--- src/rtl/gws_pkg.sv ---
package gws_pkg;

	// Item function codes
	localparam logic [1:0] FUNC_GRID   = 2'd0;
	localparam logic [1:0] FUNC_WORD   = 2'd1;
	localparam logic [1:0] FUNC_PROBE  = 2'd2;
	localparam logic [1:0] FUNC_FINISH = 2'd3;

	// Result kinds
	localparam logic KIND_PROBE  = 1'b0;
	localparam logic KIND_FINISH = 1'b1;

	// Direction bits of the match mask
	localparam int DIR_RIGHT = 0;
	localparam int DIR_LEFT  = 1;
	localparam int DIR_DOWN  = 2;
	localparam int DIR_UP    = 3;
	localparam int NUM_DIRS  = 4;

	localparam int           WORD_MAX    = 16;
	localparam logic [4:0]   WORD_LEN_MAX = 5'd16;
	localparam logic [4:0]   SIZE_RESET  = 5'd16;
	localparam logic [10:0]  TOTAL_MAX   = 11'd2047;

	typedef struct packed {
		logic [1:0] func;
		logic [3:0] row;
		logic [3:0] col;
		logic [7:0] char_value;
		logic [3:0] word_index;
		logic [4:0] word_length;
	} in_item_t;

	typedef struct packed {
		logic        kind;
		logic [3:0]  dir_mask;
		logic [10:0] match_total;
		logic        not_found;
	} out_item_t;

	// Classified item handed from the front to the back
	typedef struct packed {
		logic [1:0] func;
		logic [3:0] row;
		logic [3:0] col;
		logic [7:0] char_value;
		logic [3:0] word_index;
		logic [4:0] word_length;
		logic [3:0] dir_en;
		logic       grid_wr;
	} job_t;

	// Queue handshake between front and back
	typedef struct packed {
		logic push;
		logic pop;
	} q_ctrl_t;

	typedef struct packed {
		logic full;
		logic empty;
	} q_stat_t;

endpackage

--- src/rtl/gws_front.sv ---
module gws_front import gws_pkg::*; #(
	parameter int GRID_MAX = 16
) (
	input  logic       clk,
	input  logic       arst_n,
	input  logic       cfg_valid,
	input  logic [4:0] cfg_data,
	input  logic       cmd_valid,
	output logic       cmd_stall,
	input  in_item_t   cmd_item,
	input  q_stat_t    q_stat,
	output logic       push,
	output job_t       job
);

	localparam int LIM = (GRID_MAX < 16) ? GRID_MAX : 16;

	logic [4:0] grid_size_q;
	logic [4:0] n;
	logic [4:0] len;
	logic       start_ok;
	logic [3:0] en;

	always_ff @(posedge clk or negedge arst_n) begin
		if (!arst_n) begin
			grid_size_q <= SIZE_RESET;
		end else if (cfg_valid) begin
			grid_size_q <= cfg_data;
		end
	end

	always_comb begin
		n   = (grid_size_q > 5'(LIM)) ? 5'(LIM) : grid_size_q;
		len = (cmd_item.word_length > WORD_LEN_MAX) ? WORD_LEN_MAX : cmd_item.word_length;
		start_ok = (len != 5'd0) && ({1'b0, cmd_item.row} < n) && ({1'b0, cmd_item.col} < n);

		en[DIR_RIGHT] = (6'(cmd_item.col) + 6'(len)) <= 6'(n);
		en[DIR_LEFT]  = (6'(cmd_item.col) + 6'd1) >= 6'(len);
		en[DIR_DOWN]  = (6'(cmd_item.row) + 6'(len)) <= 6'(n);
		en[DIR_UP]    = (6'(cmd_item.row) + 6'd1) >= 6'(len);

		job.func        = cmd_item.func;
		job.row         = cmd_item.row;
		job.col         = cmd_item.col;
		job.char_value  = cmd_item.char_value;
		job.word_index  = cmd_item.word_index;
		job.word_length = len;
		job.grid_wr     = (7'(cmd_item.row) < 7'(GRID_MAX)) && (7'(cmd_item.col) < 7'(GRID_MAX));
		case (cmd_item.func)
			FUNC_PROBE: begin
				job.dir_en = start_ok ? en : 4'd0;
			end
			default: begin
				job.dir_en = 4'd0;
			end
		endcase
	end

	assign cmd_stall = q_stat.full;
	assign push      = cmd_valid && !q_stat.full;

endmodule

--- config.mk ---
export PLATFORM = sky130hd
export DESIGN_NAME = gws_front
export DESIGN_NICKNAME = d
export VERILOG_FILES = /design/src/rtl/gws_pkg.sv /design/src/rtl/gws_front.sv
export SDC_FILE = /design/constraint.sdc
export NUM_CORES = 1
export LEC_CHECK = 0
export ABC_AREA = 1
export BUFFER_PORTS_ARGS = -buffer_cell sky130_fd_sc_hd__buf_2
export CAP_MARGIN = 40
export CORE_UTILIZATION = 51
export CTS_BUF_LIST = sky130_fd_sc_hd__clkbuf_16
export DETAILED_ROUTE_END_ITERATION = 10
export GPL_TIMING_DRIVEN = 0
export MAX_ROUTING_LAYER = met4
export PLACE_DENSITY = 0.89
export SLEW_MARGIN = 20
export SYNTH_ARGS = -nofsm -noshare
export SYNTH_HDL_FRONTEND = slang
export SYNTH_SLANG_ARGS = --single-unit
--- constraint.sdc ---
create_clock -name clk -period 6.81 [get_ports clk]
set_input_delay 0.681 -clock clk [delete_from_list [all_inputs] [get_ports clk]]
set_output_delay 0.681 -clock clk [all_outputs]
set_load 0.03 [all_outputs]
After elaboration in Yosys (flattened, before gate mapping)
Index checks and enable logic that the tools add are counted.
- input port bits: 38
- word-level logic and storage cells: 23
- output and inout port bits: 34
- bits in registers: 5
- eq/ne operators: 1
- $lt $le $gt $ge: 8
- reduce and logical (&&, ||, !) cells: 5
- mux-type cells: 4
- add/sub/neg operators: 4
- operators by type and width (operator ; count):
    $add 4x5->6 ; 2
    $le 6x5->1 ; 2
    $add 4x1->5 const B ; 2
    $ge 5x5->1 ; 2
    $gt 5x5->1 const B ; 2
    $lt 4x5->1 ; 2
    $mux 5 ; 2
    $mux 4 ; 2
    $reduce_bool 5->1 ; 1
    $logic_and 1x1->1 ; 3
    $eq 2x2->1 const B ; 1
    $logic_not 1->1 ; 1

Depth between registers and ports, before layout
Gate-level depths: netlist (run 1).
- depth after elaboration: 7
- mapped depth: 15
- mapped depth without buffers: 15

Worst setup path before layout (run 1)
OpenSTA, ideal clock, no wires.
- path type: input-to-output
- start: in cmd_item[2] (netlist name)
- end: out job[1] (netlist name)
- stages: 13
- arrival: 3.398 ns
- path slack: 2.731 ns
- required time: 6.129 ns
- cells stage by stage: nor4_1 o21a_1 ha_1 inv_1 fa_1 o21ai_0 a21oi_1 xor2_1 ha_1 nand4_1 a21boi_0 nand2_1 nor2_1
- RTL lines (what ; line ; RTL):
    start, declared ; gws_front.sv:10 ; input in_item_t cmd_item,
    end, declared ; gws_front.sv:13 ; output job_t job

==> flow_metrics.env, run 1 <==
export IMPL_cts_made_buffers=3
export IMPL_rows=19
export IMPL_ant_nets=0
export IMPL_power_frac_comb_pct=54.2
export IMPL_viasPerCell=4.93
export IMPL_grt_setup_unrepaired="no"
export IMPL_nets=355
export IMPL_end_kind="output port"
export IMPL_ff2ff_setup_slack_ps=5880
export IMPL_io_pins=72
export IMPL_ir_worst_vdd_mv=0.196
export IMPL_overflow=0
export IMPL_power_frac_seq_pct=12.5
export IMPL_fillers=256
export IMPL_p_total_mw=0.285
export IMPL_setup_violations=0
export IMPL_grt_pass1_wl_um=5370
export IMPL_grt_pass1_vias=1334
export IMPL_postCtsResizedCells=0
export IMPL_r2r_start="grid_size_q[4]$_DFFE_PN1P_"
export IMPL_synthesis_area_um2=1490
export IMPL_fin_crit_sh_pct=60.0
export IMPL_wire_per_inst_um=10.1
export IMPL_initial_core_util_pct=54.1
export IMPL_worstSetupPathType="in -> out"
export IMPL_drt_total_wl_um=3200
export IMPL_synth_warnings=0
export IMPL_syn_inst=224
export IMPL_h_tree_depth=1
export IMPL_r2r_cells=2
export IMPL_drive_gt1_share_pct=32.7
export IMPL_regMostFlops="grid_size_q"
export IMPL_ys_types=31
export IMPL_path_cells="buf_2 > nor4_1 > o21a_1 > ha_1 > inv_1 > fa_1 > o21ai_0 > a21oi_1 > xor2_1 > ha_1 > nand4_1 > a21boi_0 > nand2_1 > nor2_1 > buf_2"
export IMPL_stdcell_area_um2=1890
export IMPL_r2r_end="grid_size_q[4]$_DFFE_PN1P_"
export IMPL_layout_area_seq_um2=126
export IMPL_dp_cells=311
export IMPL_synth_fp_nets=294
export IMPL_die_y_um=56.1
export IMPL_p_int_mw=0.172
export IMPL_cts_hold_fix_buffers=0
export IMPL_yosys_register_bits=5
export IMPL_critPathArrivalTime_ps=3410
export IMPL_path_clk_slew_ps=30
export IMPL_die_w_um=56.1
export IMPL_power_density_nw_per_um2=151
export IMPL_cts_tree="yes"
export IMPL_hp_class="in -> async"
export IMPL_drt_initial_drc_count=42
export IMPL_clk_latency_ps=230
export IMPL_grt_total_usage_pct=21.7
export IMPL_port_buffers=56
export IMPL_finalHoldWorstSlack_ps=260
export IMPL_fin_skew_ps=0
export IMPL_switching_share_pct=39.6
export IMPL_path_max_fanout=3
export IMPL_largest_reg_flops=5
export IMPL_vias=1552
export IMPL_antenna_cells=0
export IMPL_root_buffer="clkbuf_16"
export IMPL_numClockSinks=5
export IMPL_fin_crit_ps=4090
export IMPL_p_switching_mw=0.113
export IMPL_post_cts_buffers=0
export IMPL_multiInputGateArea_um2=1030
export IMPL_place_congestion=0.851
export IMPL_drv_cap=0
export IMPL_finalHoldViolCount=0
export IMPL_start_kind="input pin"
export IMPL_dp_hpwl_um=2800
export IMPL_final_setup_tns_ps=0
export IMPL_slowest_delay_ps=400
export IMPL_placed_cell_area_um2=1810
export IMPL_antenna_found_initial=0
export IMPL_cpMaxStageDelayCell="fa_1"
export IMPL_ys_seq_area_share_pct=8.47
export IMPL_core_um2=2760
export IMPL_p_leak_nw=1.17
export IMPL_status="finished, final reports clean"
export IMPL_clockBufferDepth=2
export IMPL_post_route_drc_count=0
export IMPL_grt_max_degree=10
export IMPL_layoutNonFillerInstCount=315
export IMPL_firstDrtPassIters=4
export IMPL_reg_top3="grid_size_q x5"
export IMPL_clockPowerShare_pct=33.3
export IMPL_syn_avg_cell_area_um2=6.66
export IMPL_cp_required_ps=6130
export IMPL_area_growth_pct=26.7
export IMPL_slew_viol_final=0
export IMPL_fmax_mhz=245
export IMPL_die_area_um2=3150
[worst max-delay path by stage]
stage                           start     end  cells past startpoint
after global placement    cmd_item[2]  job[1]                     15
after floorplan           cmd_item[2]  job[1]                     13
after CTS                 cmd_item[2]  job[1]                     15
final                     cmd_item[2]  job[1]                     15
after detailed placement  cmd_item[2]  job[1]                     15
after global routing      cmd_item[2]  job[1]                     15
[logic make-up (layout without fill, tap and decap cells)]
family                     after synthesis  in the layout  synth area share, %
xor gates and xnor gates                 9              9                 5.28
DFF                                      5              5                 8.47
adders and majority gates               32             32                 27.8
and+or+nand+nor                         82             82                 23.9
buffers and inverters                   65            125                 22.4
other                                    1              1                0.251
muxes                                    1              1                0.754
AOI/OAI and AO/OA                       29             29                 11.1
[layout by cell type (no fill, tap or decap)]
| master | netlist | layout |
|---|---|---|
| a21boi_0 | 1 | 1 |
| a21boi_2 | 1 | 1 |
| a21o_1 | 1 | 1 |
| a21oi_1 | 11 | 11 |
| a22oi_1 | 1 | 1 |
| and3_1 | 2 | 2 |
| buf_2 | 0 | 56 |
| buf_4 | 24 | 24 |
| clkbuf_1 | 2 | 2 |
| clkbuf_16 | 0 | 3 |
| conb_1 | 1 | 1 |
| dfrtp_1 | 4 | 4 |
| dfstp_2 | 1 | 1 |
| fa_1 | 2 | 2 |
| ha_1 | 30 | 30 |
| inv_1 | 37 | 38 |
| inv_2 | 2 | 2 |
| mux2_2 | 1 | 1 |
| nand2_1 | 49 | 49 |
| nand2_2 | 2 | 2 |
| nand2_4 | 1 | 1 |
| nand3_1 | 12 | 12 |
| nand3b_1 | 1 | 1 |
| nand4_1 | 1 | 1 |
| nor2_1 | 11 | 11 |
| nor2_2 | 1 | 1 |
| nor4_1 | 1 | 1 |
| o21a_1 | 2 | 2 |
| o21ai_0 | 11 | 11 |
| o21bai_1 | 1 | 1 |
| or2_4 | 1 | 1 |
| xnor2_1 | 3 | 3 |
| xor2_1 | 6 | 6 |
[through the flow]
stage | utilization (%) | setup slack, ps
detailed placement | 65.7 | 2730
floorplan | - | 2730
global route | 68.6 | 2460
CTS | 68.6 | 2720
global placement | 65.7 | 2810
finish | 68.6 | 2720
[Yosys cell counts, drive strengths merged]
cell	count	share of area (%)
a21o	1	0.50
a22oi	1	0.50
or2	1	0.59
dfstp	1	1.8
o21ai	11	3.7
o21bai	1	0.50
nor4	1	0.42
xor2	6	3.5
fa	2	2.7
xnor2	3	1.8
nand4	1	0.42
conb	1	0.25
a21oi	11	3.7
nand2	52	14
clkbuf	2	0.50
ha	30	25
o21a	2	1.0
buf	24	12
a21boi	2	1.3
and3	2	0.84
dfrtp	4	6.7
inv	39	9.8
nor2	12	3.2
mux2	1	0.75
nand3	12	4.0
nand3b	1	0.50
[critical path, delay by kind of cell]
family / cells / cell delay [ps]
AO/OA/AOI/OAI: 4 / 710
AND/OR/NAND/NOR: 4 / 590
XOR/XNOR: 1 / 160
adder cells (fa/ha/maj): 3 / 910
buffers and inverters: 3 / 360
[power by group through the flow]
stage | logic (mW) | clock network (mW) | registers, mW
floorplan | 0.115 | 0 | 0.0352
global placement | 0.149 | 0 | 0.0356
detailed placement | 0.155 | 0 | 0.0358
CTS | 0.156 | 0.0967 | 0.0355
global route | 0.176 | 0.0989 | 0.0361
finish | 0.155 | 0.0949 | 0.0356
[final cells by class]
| class | instances | area share, % |
|---|---|---|
| clock buffers | 3 | 3.97 |
| multi-input cells | 154 | 54.6 |
| clock inverters | 1 | 0.199 |
| repair buffers | 56 | 14.8 |
| well taps | 31 | 2.05 |
| plain buffers | 26 | 9.93 |
| flip-flops and latches | 5 | 6.68 |
| inverters | 39 | 7.74 |
[metal layers]
layer | vias up | share of wire, % | track usage [%]
met5 | - | 0 | -
met4 | 0 | 1.7 | 8.01
met3 | 5 | 6.4 | 1.63
met2 | 62 | 49 | 38.8
met1 | 676 | 43 | 25.2
li1 | 809 | - | -
Note: power is estimated with default switching activity, not from simulation.
==> run 2: changes to the inputs <==
Settings changed: CORE_UTILIZATION 51 to 47, PLACE_DENSITY 0.89 to 0.83.
Clock period 6.81 ns to 3.9 ns, I/O delays scaled along.
==> run 2 against run 1 <==
- sequential share of layout area fell by 0.092 points
- die area increased by 8.2%
- clock power increased by 75%
- setup slack worse by 2300 ps
- via count decreased by 0.58%
- register-to-register slack got worse by 2900 ps
- wire length increased by 3.0%
- hold slack better by 110 ps
- critical path type unchanged
- sequential power rose by 73%
- cell count is 4.4% higher
- largest cell class unchanged
==> flow_metrics.env, run 2 (synthesized netlist as in run 1, its figures left out) <==
export IMPL_status="finished, final reports clean"
export IMPL_cp_required_ps=3510
export IMPL_overflow=0
export IMPL_initial_core_util_pct=49.3
export IMPL_firstDrtPassIters=4
export IMPL_ir_worst_vdd_mv=0.253
export IMPL_slowest_delay_ps=390
export IMPL_hp_class="in -> reg"
export IMPL_post_route_drc_count=0
export IMPL_rows=20
export IMPL_path_cells="buf_2 > nor4_1 > o21a_1 > ha_1 > inv_1 > fa_1 > o21ai_0 > a21oi_1 > xor2_1 > ha_1 > nand4_1 > a21boi_0 > nand2_1 > nor2_1 > buf_2"
export IMPL_numClockSinks=5
export IMPL_crit_buf_inv=3
export IMPL_p_leak_nw=1.17
export IMPL_grt_max_degree=10
export IMPL_grt_total_usage_pct=20.6
export IMPL_grt_pass1_wl_um=5280
export IMPL_io_pins=72
export IMPL_cts_made_buffers=3
export IMPL_reg_top3="grid_size_q x5"
export IMPL_final_setup_tns_ps=0
export IMPL_worstSetupPathType="in -> out"
export IMPL_root_buffer="clkbuf_16"
export IMPL_place_congestion=0.848
export IMPL_fin_skew_ps=0
export IMPL_fmax_mhz=283
export IMPL_viasPerCell=4.69
export IMPL_fin_util_pct=63.3
export IMPL_clockBufferDepth=2
export IMPL_cts_tree="yes"
export IMPL_clk_latency_ps=230
export IMPL_nets=356
export IMPL_drt_initial_drc_count=51
export IMPL_final_common_cell="buf_2"
export IMPL_grt_setup_unrepaired="no"
export IMPL_drt_total_wl_um=3290
export IMPL_layout_common_cells="56 x buf_2, 49 x nand2_1, 38 x inv_1, 30 x ha_1, 24 x buf_4"
export IMPL_port_buffers=56
export IMPL_critPathTopFamily="adder cells"
export IMPL_wire_per_inst_um=10.0
export IMPL_largest_reg_flops=5
export IMPL_antenna_found_initial=0
export IMPL_fin_crit_sh_pct=90.5
export IMPL_die_w_um=58.4
export IMPL_path_max_fanout=3
export IMPL_dp_hpwl_um=2890
export IMPL_drive_gt1_share_pct=32.6
export IMPL_power_density_nw_per_um2=260
export IMPL_fin_crit_ps=3530
export IMPL_end_kind="output port"
export IMPL_drv_cap=0
export IMPL_start_kind="input pin"
export IMPL_critPathArrivalTime_ps=3140
export IMPL_die_area_um2=3410
export IMPL_grt_pass1_vias=1354
export IMPL_ant_nets=0
export IMPL_post_cts_buffers=0
export IMPL_finalHoldViolCount=0
export IMPL_antenna_cells=0
export IMPL_slew_viol_final=0
export IMPL_setup_violations=0
export IMPL_core_um2=3030
export IMPL_path_clk_slew_ps=30
export IMPL_ff2ff_setup_slack_ps=2990
export IMPL_h_tree_depth=1
export IMPL_vias=1543
export IMPL_area_growth_pct=28.4
export IMPL_cpMaxStageDelayCell="fa_1"
export IMPL_regMostFlops="grid_size_q"
export IMPL_postCtsResizedCells=0
export IMPL_die_y_um=58.4
run 2: stage by stage:
stage | power (mW) | worst slack (ps) | cells | hold slack (ps) | cell area [µm²]
detailed placement | 0.332 | 355 | 324 | 207 | 1830
floorplan | 0.263 | 403 | 224 | 94.4 | 1490
global placement | 0.324 | 405 | 324 | 206 | 1830
CTS | 0.502 | 356 | 329 | 368 | 1920
finish | 0.499 | 372 | 329 | 367 | 1920
global route | 0.543 | 175 | 329 | 401 | 1920
run 2: worst paths after layout:
kind	endpoint	startpoint	cells after the start
min	grid_size_q[0]$_DFFE_PN0P_	cfg_data[0]	3
min in group asynchronous	grid_size_q[0]$_DFFE_PN0P_	arst_n	2
min reg2reg	grid_size_q[1]$_DFFE_PN0P_	grid_size_q[1]$_DFFE_PN0P_	1
max	job[1]	cmd_item[2]	15
max reg2reg	grid_size_q[4]$_DFFE_PN1P_	grid_size_q[4]$_DFFE_PN1P_	2
max in group asynchronous	grid_size_q[4]$_DFFE_PN1P_	arst_n	2
run 2: power breakdown:
part	internal (mW)	switching, mW	total (mW)
Combinational	0.111	0.160	0.271
Clock	0.133	0.0333	0.166
Sequential	0.0578	0.00390	0.0617
run 2: worst reg2reg max path, delay by kind of cell (launching register included):
| family | cells | cell delay, ps |
|---|---|---|
| DFF | 1 | 560 |
| AOI/OAI and AO/OA | 1 | 170 |
| buffers and inverters | 1 | 100 |
run 2: layer usage:
layer | GRT usage (%) | wire length, µm | up-vias | share of wire [%]
met5 | - | 0 | - | 0
met4 | 9.52 | 83 | 0 | 2.5
met1 | 23.7 | 1390 | 650 | 42
li1 | - | - | 816 | -
met3 | 1.54 | 223 | 10 | 6.8
met2 | 36.3 | 1600 | 67 | 49
run 2: layout make-up:
class / instances / area (µm²)
fill: 295 / 1110
multi-input combinational: 154 / 1030
timing repair buffer: 57 / 290
buffer: 26 / 188
inverter: 39 / 146
sequential: 5 / 126
clock buffer: 3 / 75.1
tap: 44 / 55.1
clock inverter: 1 / 3.75
run 2: what timing repair did:
action                                  4_1_cts  5_1_grt
hold buffers                                  1        0
endpoints found under the hold margin         4        0
endpoints found under the setup margin        0        0
