### src/rtl/gws_pkg.sv
package gws_pkg;

	// Item function codes
	localparam logic [1:0] FUNC_GRID   = 2'd0;
	localparam logic [1:0] FUNC_WORD   = 2'd1;
	localparam logic [1:0] FUNC_PROBE  = 2'd2;
	localparam logic [1:0] FUNC_FINISH = 2'd3;

	// Result kinds
	localparam logic KIND_PROBE  = 1'b0;
	localparam logic KIND_FINISH = 1'b1;

	// Direction bits of the match mask
	localparam int DIR_RIGHT = 0;
	localparam int DIR_LEFT  = 1;
	localparam int DIR_DOWN  = 2;
	localparam int DIR_UP    = 3;
	localparam int NUM_DIRS  = 4;

	localparam int           WORD_MAX    = 16;
	localparam logic [4:0]   WORD_LEN_MAX = 5'd16;
	localparam logic [4:0]   SIZE_RESET  = 5'd16;
	localparam logic [10:0]  TOTAL_MAX   = 11'd2047;

	typedef struct packed {
		logic [1:0] func;
		logic [3:0] row;
		logic [3:0] col;
		logic [7:0] char_value;
		logic [3:0] word_index;
		logic [4:0] word_length;
	} in_item_t;

	typedef struct packed {
		logic        kind;
		logic [3:0]  dir_mask;
		logic [10:0] match_total;
		logic        not_found;
	} out_item_t;

	// Classified item handed from the front to the back
	typedef struct packed {
		logic [1:0] func;
		logic [3:0] row;
		logic [3:0] col;
		logic [7:0] char_value;
		logic [3:0] word_index;
		logic [4:0] word_length;
		logic [3:0] dir_en;
		logic       grid_wr;
	} job_t;

	// Queue handshake between front and back
	typedef struct packed {
		logic push;
		logic pop;
	} q_ctrl_t;

	typedef struct packed {
		logic full;
		logic empty;
	} q_stat_t;

endpackage

### src/rtl/gws_fifo.sv
module gws_fifo import gws_pkg::*; (
	input  logic    clk,
	input  logic    arst_n,
	input  q_ctrl_t q_ctrl,
	input  job_t    push_data,
	output job_t    pop_data,
	output q_stat_t q_stat
);

	localparam int DEPTH = 2;
	localparam int PW    = $clog2(DEPTH);

	job_t            entry_q [DEPTH];
	logic [PW-1:0]   wr_ptr_q;
	logic [PW-1:0]   rd_ptr_q;
	logic [PW:0]     cnt_q;

	always_ff @(posedge clk or negedge arst_n) begin
		if (!arst_n) begin
			wr_ptr_q <= '0;
			rd_ptr_q <= '0;
			cnt_q    <= '0;
		end else begin
			if (q_ctrl.push) begin
				wr_ptr_q <= wr_ptr_q + PW'(1);
			end
			if (q_ctrl.pop) begin
				rd_ptr_q <= rd_ptr_q + PW'(1);
			end
			if (q_ctrl.push && !q_ctrl.pop) begin
				cnt_q <= cnt_q + (PW+1)'(1);
			end else if (q_ctrl.pop && !q_ctrl.push) begin
				cnt_q <= cnt_q - (PW+1)'(1);
			end
		end
	end

	always_ff @(posedge clk) begin
		if (q_ctrl.push) begin
			entry_q[wr_ptr_q] <= push_data;
		end
	end

	assign pop_data     = entry_q[rd_ptr_q];
	assign q_stat.full  = (cnt_q == (PW+1)'(DEPTH));
	assign q_stat.empty = (cnt_q == '0);

endmodule

### config.mk
export PLATFORM = sky130hd
export DESIGN_NAME = gws_fifo
export DESIGN_NICKNAME = d
export VERILOG_FILES = /design/src/rtl/gws_pkg.sv /design/src/rtl/gws_fifo.sv
export SDC_FILE = /design/constraint.sdc
export NUM_CORES = 1
export LEC_CHECK = 0
export ABC_AREA = 1
export BUFFER_PORTS_ARGS = -buffer_cell sky130_fd_sc_hd__buf_2
export CORE_MARGIN = 2
export CORE_UTILIZATION = 42
export DETAILED_ROUTE_END_ITERATION = 8
export PLACE_DENSITY = 0.75
export SLEW_MARGIN = 25
export SYNTH_ARGS = -nofsm -noshare
export SYNTH_HDL_FRONTEND = slang
export SYNTH_SLANG_ARGS = --single-unit
### constraint.sdc
create_clock -name clk -period 2.11 [get_ports clk]
set_input_delay 0.3165 -clock clk [delete_from_list [all_inputs] [get_ports clk]]
set_output_delay 0.3165 -clock clk [all_outputs]
set_load 0.005 [all_outputs]
# Yosys cells after proc, flatten, opt, wreduce, memory -nomap -nowiden
# Memory sizes are Yosys's and may differ from the RTL's.
# Index checks and enable logic that the tools add are counted.
dict set report classes {
  n_addsub 4
  eq_ne 1
  mux 4
  reduce_logical 6
}
# operator n
set op_table {}
lappend op_table {{two-way mux 2 bit} 2}
lappend op_table {{adder 1 bit, second input constant} 2}
lappend op_table {{adder 2 x 1 -> 2 bit, second input constant} 1}
lappend op_table {{== test 2 bit, second input constant} 1}
lappend op_table {{logical AND 1 bit} 2}
lappend op_table {{zero test 1 bit} 2}
lappend op_table {{zero test 2 bit} 1}
lappend op_table {{two-way mux 1 bit} 2}
lappend op_table {{nonzero test 2 bit} 1}
lappend op_table {{subtractor 2 x 1 -> 2 bit, second input constant} 1}
dict set report word_totals {
  reg_bits 4
  mem_bits_rw 64
  input_bits 36
  out_inout_bits 34
  word_cells 19
  n_memories 1
}
# memory words width read_ports rd_clocked_by_memory_dff wr line
set mem_list {}
lappend mem_list {entry_q 2 32 1 0 1 gws_fifo.sv:13} ;# job_t entry_q [DEPTH];

# Logic depth before layout (Yosys ltp)
# Gate-level depths: netlist of run 1.
dict set report logic_depth {
  depth_word 4
  depth_mapped 7
  mapped_depth_nobuf 7
}

# Least setup slack after synthesis of run 1
# OpenSTA, ideal clock, no wires.
dict set report synth_path {
  path_kind {flip-flop to flip-flop}
  start {register wr_ptr_q}
  end {memory entry_q[0][0] (netlist name) (enable)}
  setup_ps 422
  arrival_time_ps 1765
  required_time_ps 1688
  setup_slack_ps -77
  stages_incl_launch_ff 2
  path_buffers 0
  period_less_slack_ps 2187
  path_cell_list {dfrtp_1 > nor2_1}
}
# element line
set synth_lines {}
lappend synth_lines {{start: declaration} gws_fifo.sv:14} ;# logic [PW-1:0] wr_ptr_q;
lappend synth_lines {{start signal: assignment} gws_fifo.sv:25} ;# wr_ptr_q <= wr_ptr_q + PW'(1);
lappend synth_lines {{end: declaration} gws_fifo.sv:13}
# Straight into the memory's write port.

==> report_table.html, run 1 <==
<table>
<tr><th>Metric</th><th>Value</th></tr>
<tr><th colspan="2">STA</th></tr>
<tr><td>Setup repair after global routing missed its margin</td><td>no</td></tr>
<tr><td>Pins Over Slew Limit</td><td>0</td></tr>
<tr><td>Hold Violations, Final</td><td>0</td></tr>
<tr><td>Highest attainable clock frequency</td><td>542 MHz</td></tr>
<tr><td>Minimum setup slack in the final design</td><td>264 ps</td></tr>
<tr><td># setup viols final</td><td>0</td></tr>
<tr><td>Post-route clock skew</td><td>6.86 ps</td></tr>
<tr><td>Post-route fraction of the period consumed by the critical path</td><td>87.5%</td></tr>
<tr><td>Aggregate negative setup slack</td><td>0 ps</td></tr>
<tr><td>Tmin final</td><td>1850 ps</td></tr>
<tr><td>Final hold slack</td><td>between 150 and 200 ps</td></tr>
<tr><td>Worst slew margin relative to its limit</td><td>between 70% and 80%</td></tr>
<tr><td>Actual transition at the worst max-transition pin</td><td>between 400 and 500 ps</td></tr>
<tr><th colspan="2">Die</th></tr>
<tr><td>Initial core utilization</td><td>42.8%</td></tr>
<tr><td>Die outline height</td><td>83.7 um</td></tr>
<tr><td>Number of rows in the core area</td><td>29</td></tr>
<tr><td>I/O pin count</td><td>70</td></tr>
<tr><td>Die footprint</td><td>7010 sq um</td></tr>
<tr><td>Die Width</td><td>83.7 um</td></tr>
<tr><td>Core ar.</td><td>about 6200 sq um</td></tr>
<tr><th colspan="2">Setup path</th></tr>
<tr><td>Critical path data required time</td><td>1790 ps</td></tr>
<tr><td>CP cell instances</td><td>buf_4 -&gt; mux2_2 -&gt; buf_2</td></tr>
<tr><td>Crit path buffers/inverters</td><td>2</td></tr>
<tr><td>Family with the most delay on the worst path</td><td>buffers and inverters</td></tr>
<tr><td>Critical path type</td><td>flop to output port</td></tr>
<tr><td>Data arrival, critical path</td><td>about 1500 ps</td></tr>
<tr><td>WP depth</td><td>3</td></tr>
<tr><td>Kind of start point of the critical path</td><td>flop</td></tr>
<tr><td>Worst Path Max Fanout</td><td>21</td></tr>
<tr><td>Count of cells along the worst register-to-register path</td><td>2</td></tr>
<tr><td>Slowest cell on crit path</td><td>mux2_2</td></tr>
<tr><td>Max stage delay on crit path</td><td>between 300 and 400 ps</td></tr>
<tr><td>Kind of end point of the critical path</td><td>output port</td></tr>
<tr><th colspan="2">Logic synthesis</th></tr>
<tr><td>Post-synth net total</td><td>162</td></tr>
<tr><td>Sequential area share after synthesis</td><td>75.8%</td></tr>
<tr><td>Number of register bits inferred by synthesis</td><td>68</td></tr>
<tr><td>Primary flip-flop cell chosen by synthesis mapping</td><td>edfxtp_1</td></tr>
<tr><td>Synthesis Warnings</td><td>0</td></tr>
<tr><td>Area share of the leading cell type in the synthesized netlist</td><td>between 70% and 80%</td></tr>
<tr><td>Avg Synthesized Cell Area</td><td>21.4 sq um</td></tr>
<tr><td>Most area-consuming cells after synthesis</td><td>edfxtp_1 (72%), mux2_4 (16%), dfrtp_1 (3.8%), buf_12 (2.3%), mux2_2 (1.3%)</td></tr>
<tr><td>Post-synthesis instance area</td><td>approximately 2700 sq um</td></tr>
<tr><td>Yosys cell types</td><td>14</td></tr>
<tr><td>Count of flip-flops with a built-in enable after synthesis</td><td>64</td></tr>
<tr><td>Count leader, synth</td><td>edfxtp_1</td></tr>
<tr><td>Largest area contributor in the netlist</td><td>edfxtp_1</td></tr>
<tr><td>Synthesized netlist cell count</td><td>125</td></tr>
<tr><td>Asr flop ratio synth</td><td>5.88%</td></tr>
<tr><td>Most instantiated cells after synthesis</td><td>edfxtp_1 (64), mux2_4 (29), inv_1 (7), nand2_1 (5), dfrtp_1 (4)</td></tr>
<tr><th colspan="2">Place</th></tr>
<tr><td>Cell count after placement</td><td>272</td></tr>
<tr><td>Final weighted congestion in routability-driven placement</td><td>between 0.7 and 0.8</td></tr>
<tr><td>DP HPWL</td><td>around 2800 um</td></tr>
<tr><td>Count of buffers inserted at the top-level ports</td><td>just under 70</td></tr>
<tr><td>Worst setup slack after placement</td><td>594 ps</td></tr>
<tr><th colspan="2">Power</th></tr>
<tr><td>Portion of total power attributed to sequential cells</td><td>42.6%</td></tr>
<tr><td>Net switching fraction of the power</td><td>24.3%</td></tr>
<tr><td>Power Internal</td><td>approximately 3.4 mW</td></tr>
<tr><td>Worst supply voltage drop on vdd</td><td>0.000659 V</td></tr>
<tr><td>Gate power share</td><td>28.5%</td></tr>
<tr><td>Total power density per cell area</td><td>1320 nW/um^2</td></tr>
<tr><td>Power dissipated by switching net loads</td><td>1.08 mW</td></tr>
<tr><td>Clock network fraction of total power</td><td>28.9%</td></tr>
<tr><td>Static power due to leakage</td><td>1.41 nW</td></tr>
<tr><th colspan="2">Final layout</th></tr>
<tr><td>Fin nets</td><td>244</td></tr>
<tr><td>Util after Layout</td><td>a little over half</td></tr>
<tr><td>Area Growth Syn to Fin</td><td>25.8%</td></tr>
<tr><td>Fraction of layout instances using a drive strength above 1</td><td>roughly three fifths</td></tr>
<tr><td>Diode count</td><td>0</td></tr>
<tr><td>Fin cells</td><td>around 290</td></tr>
<tr><th colspan="2">Detailed routing</th></tr>
<tr><td>Remaining DRCs</td><td>0</td></tr>
<tr><td>Routed Wire Length</td><td>about 4000 um</td></tr>
<tr><td>Vias per inst</td><td>4.54</td></tr>
<tr><td>WL/cell</td><td>roughly 14 um</td></tr>
<tr><td>Number of antenna-violating nets in the routed design</td><td>0</td></tr>
<tr><td>Iter 0 DRT Violations</td><td>42</td></tr>
<tr><td>Number of iterations in the first detailed-routing pass</td><td>4</td></tr>
<tr><td>Routed via count</td><td>1312</td></tr>
<tr><th colspan="2">CTS</th></tr>
<tr><td>Clock transition time at the flip-flop clock pins of the worst setup and hold paths</td><td>70 ps</td></tr>
<tr><td>Gates resized, CTS repair</td><td>0</td></tr>
<tr><td>CTS sink count</td><td>68</td></tr>
<tr><td>Num CTS Buffers</td><td>9</td></tr>
<tr><td>Clock root buffer master</td><td>clkbuf_8</td></tr>
<tr><td>CTS max path bufs</td><td>2</td></tr>
<tr><td>Clock latency on the worst-skew pair</td><td>330 ps</td></tr>
<tr><td>Number of levels in the clock H-tree</td><td>3</td></tr>
<tr><td>CTS tree</td><td>yes</td></tr>
<tr><th colspan="2">Global routing</th></tr>
<tr><td>Largest net degree at the start of global routing</td><td>22</td></tr>
<tr><td>Number of antenna violations at the first check in global routing</td><td>0</td></tr>
<tr><td>Wire length of the first global-routing pass</td><td>~6200 um</td></tr>
<tr><td>Number of global-route vias before repair</td><td>approximately 1300</td></tr>
<tr><td>Global Route Usage Sum</td><td>12.1%</td></tr>
<tr><td>Overflow left after global routing</td><td>0</td></tr>
<tr><th colspan="2">Hold path</th></tr>
<tr><td>Min-delay worst type</td><td>primary input to flop</td></tr>
<tr><td>Worst Hold Path Cells</td><td>1</td></tr>
<tr><th colspan="2">Run</th></tr>
<tr><td>Max-capacitance violation count</td><td>0</td></tr>
<tr><th colspan="2">Status</th></tr>
<tr><td>Run status</td><td>completed</td></tr>
</table>
-- per-layer routing --
metal / global-route usage [%] / share of wire [%] / routed length (um)
met2: 19.9 / 51 / 2020
met3: 4.06 / 6.9 / 275
met4: 6.60 / 1.9 / 77
met1: 13.8 / 40 / 1590
met5: 0 / 0 / 0
-- registers in the layout (all words and copies together), names as in the netlist --
register	cells
wr_ptr_q	1
entry_q	64
rd_ptr_q	1
cnt_q	2
-- worst paths after layout --
check	end	slack, ps	start
min in group asynchronous	cnt_q[1]	320	arst_n
worst max register to register	entry_q[0][29]	780	wr_ptr_q
worst min register to register	cnt_q[1]	510	cnt_q[1]
worst max-delay path	pop_data[15]	260	rd_ptr_q
worst min-delay path	entry_q[1][5]	170	push_data[5]
max in group asynchronous	rd_ptr_q	1650	arst_n
-- worst reg2reg max path: stages (launching register included) --
cell and delay [ps]:
dfrtp_1 430, nor2_4 370, buf_12 230
-- layout make-up --
type,count,area [sq um]
repair buffers,75,405
multi-input cells,46,557
clock buffers,12,155
inverters,7,26.3
fillers,522,2880
clock inverters,4,95.1
well taps,77,96.3
flip-flops and latches,68,2020
-- what timing repair did --
item / in CTS / in global routing
hold buffers: 1 / 0
hold endpoints to repair: 4 / 0
buffers inserted: 0 / 0
setup endpoints to repair: 0 / 0
-- kinds of logic (layout without fill, tap and decap cells) --
family / Yosys count / in the layout / synth area share, %
xor gates and xnor gates: 3 / 3 / 0.985
and+or+nand+nor: 10 / 10 / 1.55
muxes: 32 / 32 / 17.6
adders and majority gates: 1 / 1 / 0.469
buffers and inverters: 11 / 98 / 3.66
DFF: 68 / 68 / 75.8
-- cells in the final DEF, fill, tap and decap left out, types with 2 or more instances in the layout --
cell type,synthesis,layout
buf_2,0,69
buf_4,0,4
bufinv_16,0,3
clkbuf_8,0,11
dfrtp_1,4,3
edfxtp_1,64,64
inv_1,7,7
mux2_2,3,3
mux2_4,29,29
nand2_1,5,5
nor2_1,3,2
xor2_1,2,2
-- power groups by stage --
stage          Sequential, mW  Clock (mW)  Combinational [mW]
5_1_grt                  1.92        1.37                1.38
6_report                 1.89        1.28                1.26
2_1_floorplan            1.90           0               0.961
3_3_place_gp             1.91           0                1.28
4_1_cts                  1.90        1.32                1.30
3_5_place_dp             1.92           0                1.29
-- through the flow --
step / instance area, sq um / total power, mW
after floorplan: 2670 / 2.86
after global placement: 3100 / 3.19
after detailed placement: 3100 / 3.22
after CTS: 3360 / 4.52
after global routing: 3360 / 4.67
final: 3360 / 4.44
(Power assumes the default switching activity.)
==> run 2, diff against run 1 <==
PLACE_DENSITY = unset   (was 0.75)
PLACE_DENSITY_LB_ADDON = 0.15   (was unset)
==> run 2 against run 1 <==
Largest cell class unchanged. Largest power group unchanged. Clock power barely moved. Design area increased by 0.34%. Final cell count did not move. Non-clock buffer count is the same. Global-route usage rose by 0.82 points. Critical endpoint is now pop_data[16]. Register-to-register slack lost 60 ps. Fmax grew 2.1%. First-iteration DRC count up 33%.
==> report_table.html, run 2 (synthesis results as in run 1) <==
<table>
<tr><th>Metric</th><th>Value</th></tr>
<tr><th colspan="2">Detailed routing</th></tr>
<tr><td>Number of antenna-violating nets in the routed design</td><td>0 (unchanged)</td></tr>
<tr><td>Vias per inst</td><td>4.63 (was 4.54)</td></tr>
<tr><td>Remaining DRCs</td><td>0 (unchanged)</td></tr>
<tr><td>Number of iterations in the first detailed-routing pass</td><td>5 (was 4)</td></tr>
<tr><td>Routed Wire Length</td><td>4260 um (was 3970 um)</td></tr>
<tr><td>WL/cell</td><td>14.7 um (was 13.7 um)</td></tr>
<tr><td>Routed via count</td><td>1339 (was 1312)</td></tr>
<tr><td>Iter 0 DRT Violations</td><td>56 (was 42)</td></tr>
<tr><th colspan="2">STA</th></tr>
<tr><td>Actual transition at the worst max-transition pin</td><td>495 ps (was 405 ps)</td></tr>
<tr><td>Final hold slack</td><td>173 ps (was 170 ps)</td></tr>
<tr><td>Highest attainable clock frequency</td><td>553 MHz (was 542 MHz)</td></tr>
<tr><td>Pins Over Slew Limit</td><td>0 (unchanged)</td></tr>
<tr><td>Aggregate negative setup slack</td><td>0 ps (unchanged)</td></tr>
<tr><td>Post-route fraction of the period consumed by the critical path</td><td>85.7% (was 87.5%)</td></tr>
<tr><td>Worst slew margin relative to its limit</td><td>66.9% (was 73.0%)</td></tr>
<tr><td>Tmin final</td><td>1810 ps (was 1850 ps)</td></tr>
<tr><td>Hold Violations, Final</td><td>0 (unchanged)</td></tr>
<tr><td>Post-route clock skew</td><td>4.57 ps (was 6.86 ps)</td></tr>
<tr><td>Minimum setup slack in the final design</td><td>302 ps (was 264 ps)</td></tr>
<tr><td>Setup repair after global routing missed its margin</td><td>no (unchanged)</td></tr>
<tr><td># setup viols final</td><td>0 (unchanged)</td></tr>
<tr><th colspan="2">Global routing</th></tr>
<tr><td>Global Route Usage Sum</td><td>12.9% (was 12.1%)</td></tr>
<tr><td>Largest net degree at the start of global routing</td><td>27 (was 22)</td></tr>
<tr><td>Number of antenna violations at the first check in global routing</td><td>0 (unchanged)</td></tr>
<tr><td>Number of global-route vias before repair</td><td>1469 (was 1329)</td></tr>
<tr><td>Wire length of the first global-routing pass</td><td>6860 um (was 6240 um)</td></tr>
<tr><td>Overflow left after global routing</td><td>0 (unchanged)</td></tr>
<tr><th colspan="2">Final layout</th></tr>
<tr><td>Most common library cell in the layout ignoring fill and taps</td><td>buf_2 (unchanged)</td></tr>
<tr><td>Register with the highest flop count</td><td>entry_q (unchanged)</td></tr>
<tr><td>Fraction of layout instances using a drive strength above 1</td><td>58.5% (was 58.0%)</td></tr>
<tr><td>Area Growth Syn to Fin</td><td>26.3% (was 25.8%)</td></tr>
<tr><td>Fin nets</td><td>244 (unchanged)</td></tr>
<tr><td>Fin cells</td><td>289 (unchanged)</td></tr>
<tr><td>Commonest cells after routing, fill and taps aside</td><td>buf_2 (69), edfxtp_1 (64), mux2_4 (29), clkbuf_8 (10), inv_1 (7) (was buf_2 (69), edfxtp_1 (64), mux2_4 (29), clkbuf_8 (11), inv_1 (7))</td></tr>
<tr><td>Max reg flops</td><td>64 (unchanged)</td></tr>
<tr><td>Layout fillers</td><td>519 (was 522)</td></tr>
<tr><td>Diode count</td><td>0 (unchanged)</td></tr>
<tr><td>Largest registers</td><td>entry_q: 64 flops, cnt_q: 2 flops (unchanged)</td></tr>
<tr><th colspan="2">Die</th></tr>
<tr><td>Number of rows in the core area</td><td>29 (unchanged)</td></tr>
<tr><td>Core ar.</td><td>6240 sq um (unchanged)</td></tr>
<tr><td>I/O pin count</td><td>70 (unchanged)</td></tr>
<tr><td>Die Width</td><td>83.7 um (unchanged)</td></tr>
<tr><td>Die footprint</td><td>7010 sq um (unchanged)</td></tr>
<tr><td>Initial core utilization</td><td>42.8% (unchanged)</td></tr>
<tr><td>Die outline height</td><td>83.7 um (unchanged)</td></tr>
<tr><th colspan="2">Place</th></tr>
<tr><td>Worst setup slack after placement</td><td>626 ps (was 594 ps)</td></tr>
<tr><td>Final weighted congestion in routability-driven placement</td><td>0.715 (was 0.782)</td></tr>
<tr><td>Count of buffers inserted at the top-level ports</td><td>69 (unchanged)</td></tr>
<tr><td>Cell count after placement</td><td>272 (unchanged)</td></tr>
<tr><td>DP HPWL</td><td>3010 um (was 2810 um)</td></tr>
<tr><th colspan="2">Run</th></tr>
<tr><td>Max-capacitance violation count</td><td>0 (unchanged)</td></tr>
<tr><th colspan="2">Power</th></tr>
<tr><td>Worst supply voltage drop on vdd</td><td>0.000663 V (was 0.000659 V)</td></tr>
<tr><td>Total power density per cell area</td><td>1320 nW/um^2 (about the same)</td></tr>
<tr><td>Static power due to leakage</td><td>1.41 nW (about the same)</td></tr>
<tr><th colspan="2">Setup path</th></tr>
<tr><td>Critical path type</td><td>flop to output port (unchanged)</td></tr>
<tr><td>Worst Path Max Fanout</td><td>18 (was 21)</td></tr>
<tr><td>Kind of end point of the critical path</td><td>output port (unchanged)</td></tr>
<tr><td>Reg-to-reg startpoint</td><td>wr_ptr_q (unchanged)</td></tr>
<tr><td>Critical path data required time</td><td>1790 ps (about the same)</td></tr>
<tr><td>Worst setup path start</td><td>rd_ptr_q (unchanged)</td></tr>
<tr><td>Kind of start point of the critical path</td><td>flop (unchanged)</td></tr>
<tr><td>Data arrival, critical path</td><td>1490 ps (was 1530 ps)</td></tr>
<tr><th colspan="2">CTS</th></tr>
<tr><td>CTS sink count</td><td>68 (unchanged)</td></tr>
<tr><td>Gates resized, CTS repair</td><td>0 (unchanged)</td></tr>
<tr><td>CTS max path bufs</td><td>2 (unchanged)</td></tr>
<tr><td>Num CTS Buffers</td><td>9 (unchanged)</td></tr>
<tr><td>Clock transition time at the flip-flop clock pins of the worst setup and hold paths</td><td>70 ps (about the same)</td></tr>
<tr><td>Clock root buffer master</td><td>clkbuf_8 (unchanged)</td></tr>
<tr><td>Clock latency on the worst-skew pair</td><td>320 ps (was 330 ps)</td></tr>
<tr><td>CTS tree</td><td>yes (unchanged)</td></tr>
<tr><td>Number of levels in the clock H-tree</td><td>3 (unchanged)</td></tr>
<tr><th colspan="2">Status</th></tr>
<tr><td>Run status</td><td>completed (unchanged)</td></tr>
<tr><th colspan="2">Hold path</th></tr>
<tr><td>Min-delay worst type</td><td>primary input to flop (unchanged)</td></tr>
<tr><td>Hold path startpoint</td><td>q_ctrl[0] (was push_data[5])</td></tr>
</table>
-- run 2: area by class of cell --
cell class                      instances  area (sq um)  share of cell area (%)
Sequential cell                        68          2020                    60.0
Multi-Input combinational cell         46           557                    16.5
Timing Repair Buffer                   75           418                    12.4
Clock buffer                           10           138                    4.08
Clock inverter                          6           111                    3.30
Tap cell                               77          96.3                    2.86
Inverter                                7          26.3                   0.780
-- run 2: worst paths after layout --
kind	endpoint	slack, ps	cells past startpoint
hold reg to reg	cnt_q[1]	530	2
hold / removal	rd_ptr_q	170	2
setup reg to reg	entry_q[0][29]	720	2
max in group asynchronous	rd_ptr_q	1660	2
min in group asynchronous	cnt_q[1]	320	2
setup / recovery	pop_data[16]	300	3
-- run 2: metal layers --
layer | GRT usage (%) | wire [um]
met4 | 7.04 | 83
met1 | 15.0 | 1740
met2 | 21.1 | 2130
met5 | 0 | 0
met3 | 4.25 | 302
-- run 2: what timing repair did --
item / 4_1_cts / 5_1_grt
hold buffers: 1 / 0
endpoints found under the hold margin: 4 / 0
setup buffers: 0 / 0
-- run 2: power breakdown --
group / leakage, nW / internal (mW) / switching, mW / total, mW
combinational: 0.638 / 0.728 / 0.566 / 1.29
sequential: 0.647 / 1.80 / 0.0923 / 1.89
clock: 0.122 / 0.817 / 0.459 / 1.28
total: 1.41 / 3.34 / 1.12 / 4.46
-- run 2: worst max-delay path, stage by stage (launching register included) --
cell	delay, ps
dfrtp_2	360
buf_4	300
mux2_2	380
buf_2	130
-- run 2: per-stage QoR --
step / cell area, sq um / util, % / power (mW)
2_1_floorplan: 2670 / - / 2.86
5_1_grt: 3370 / 54.0 / 4.70
4_1_cts: 3370 / 54.0 / 4.54
6_report: 3370 / 54.0 / 4.46
3_5_place_dp: 3110 / 49.8 / 3.25
3_3_place_gp: 3110 / 49.8 / 3.20
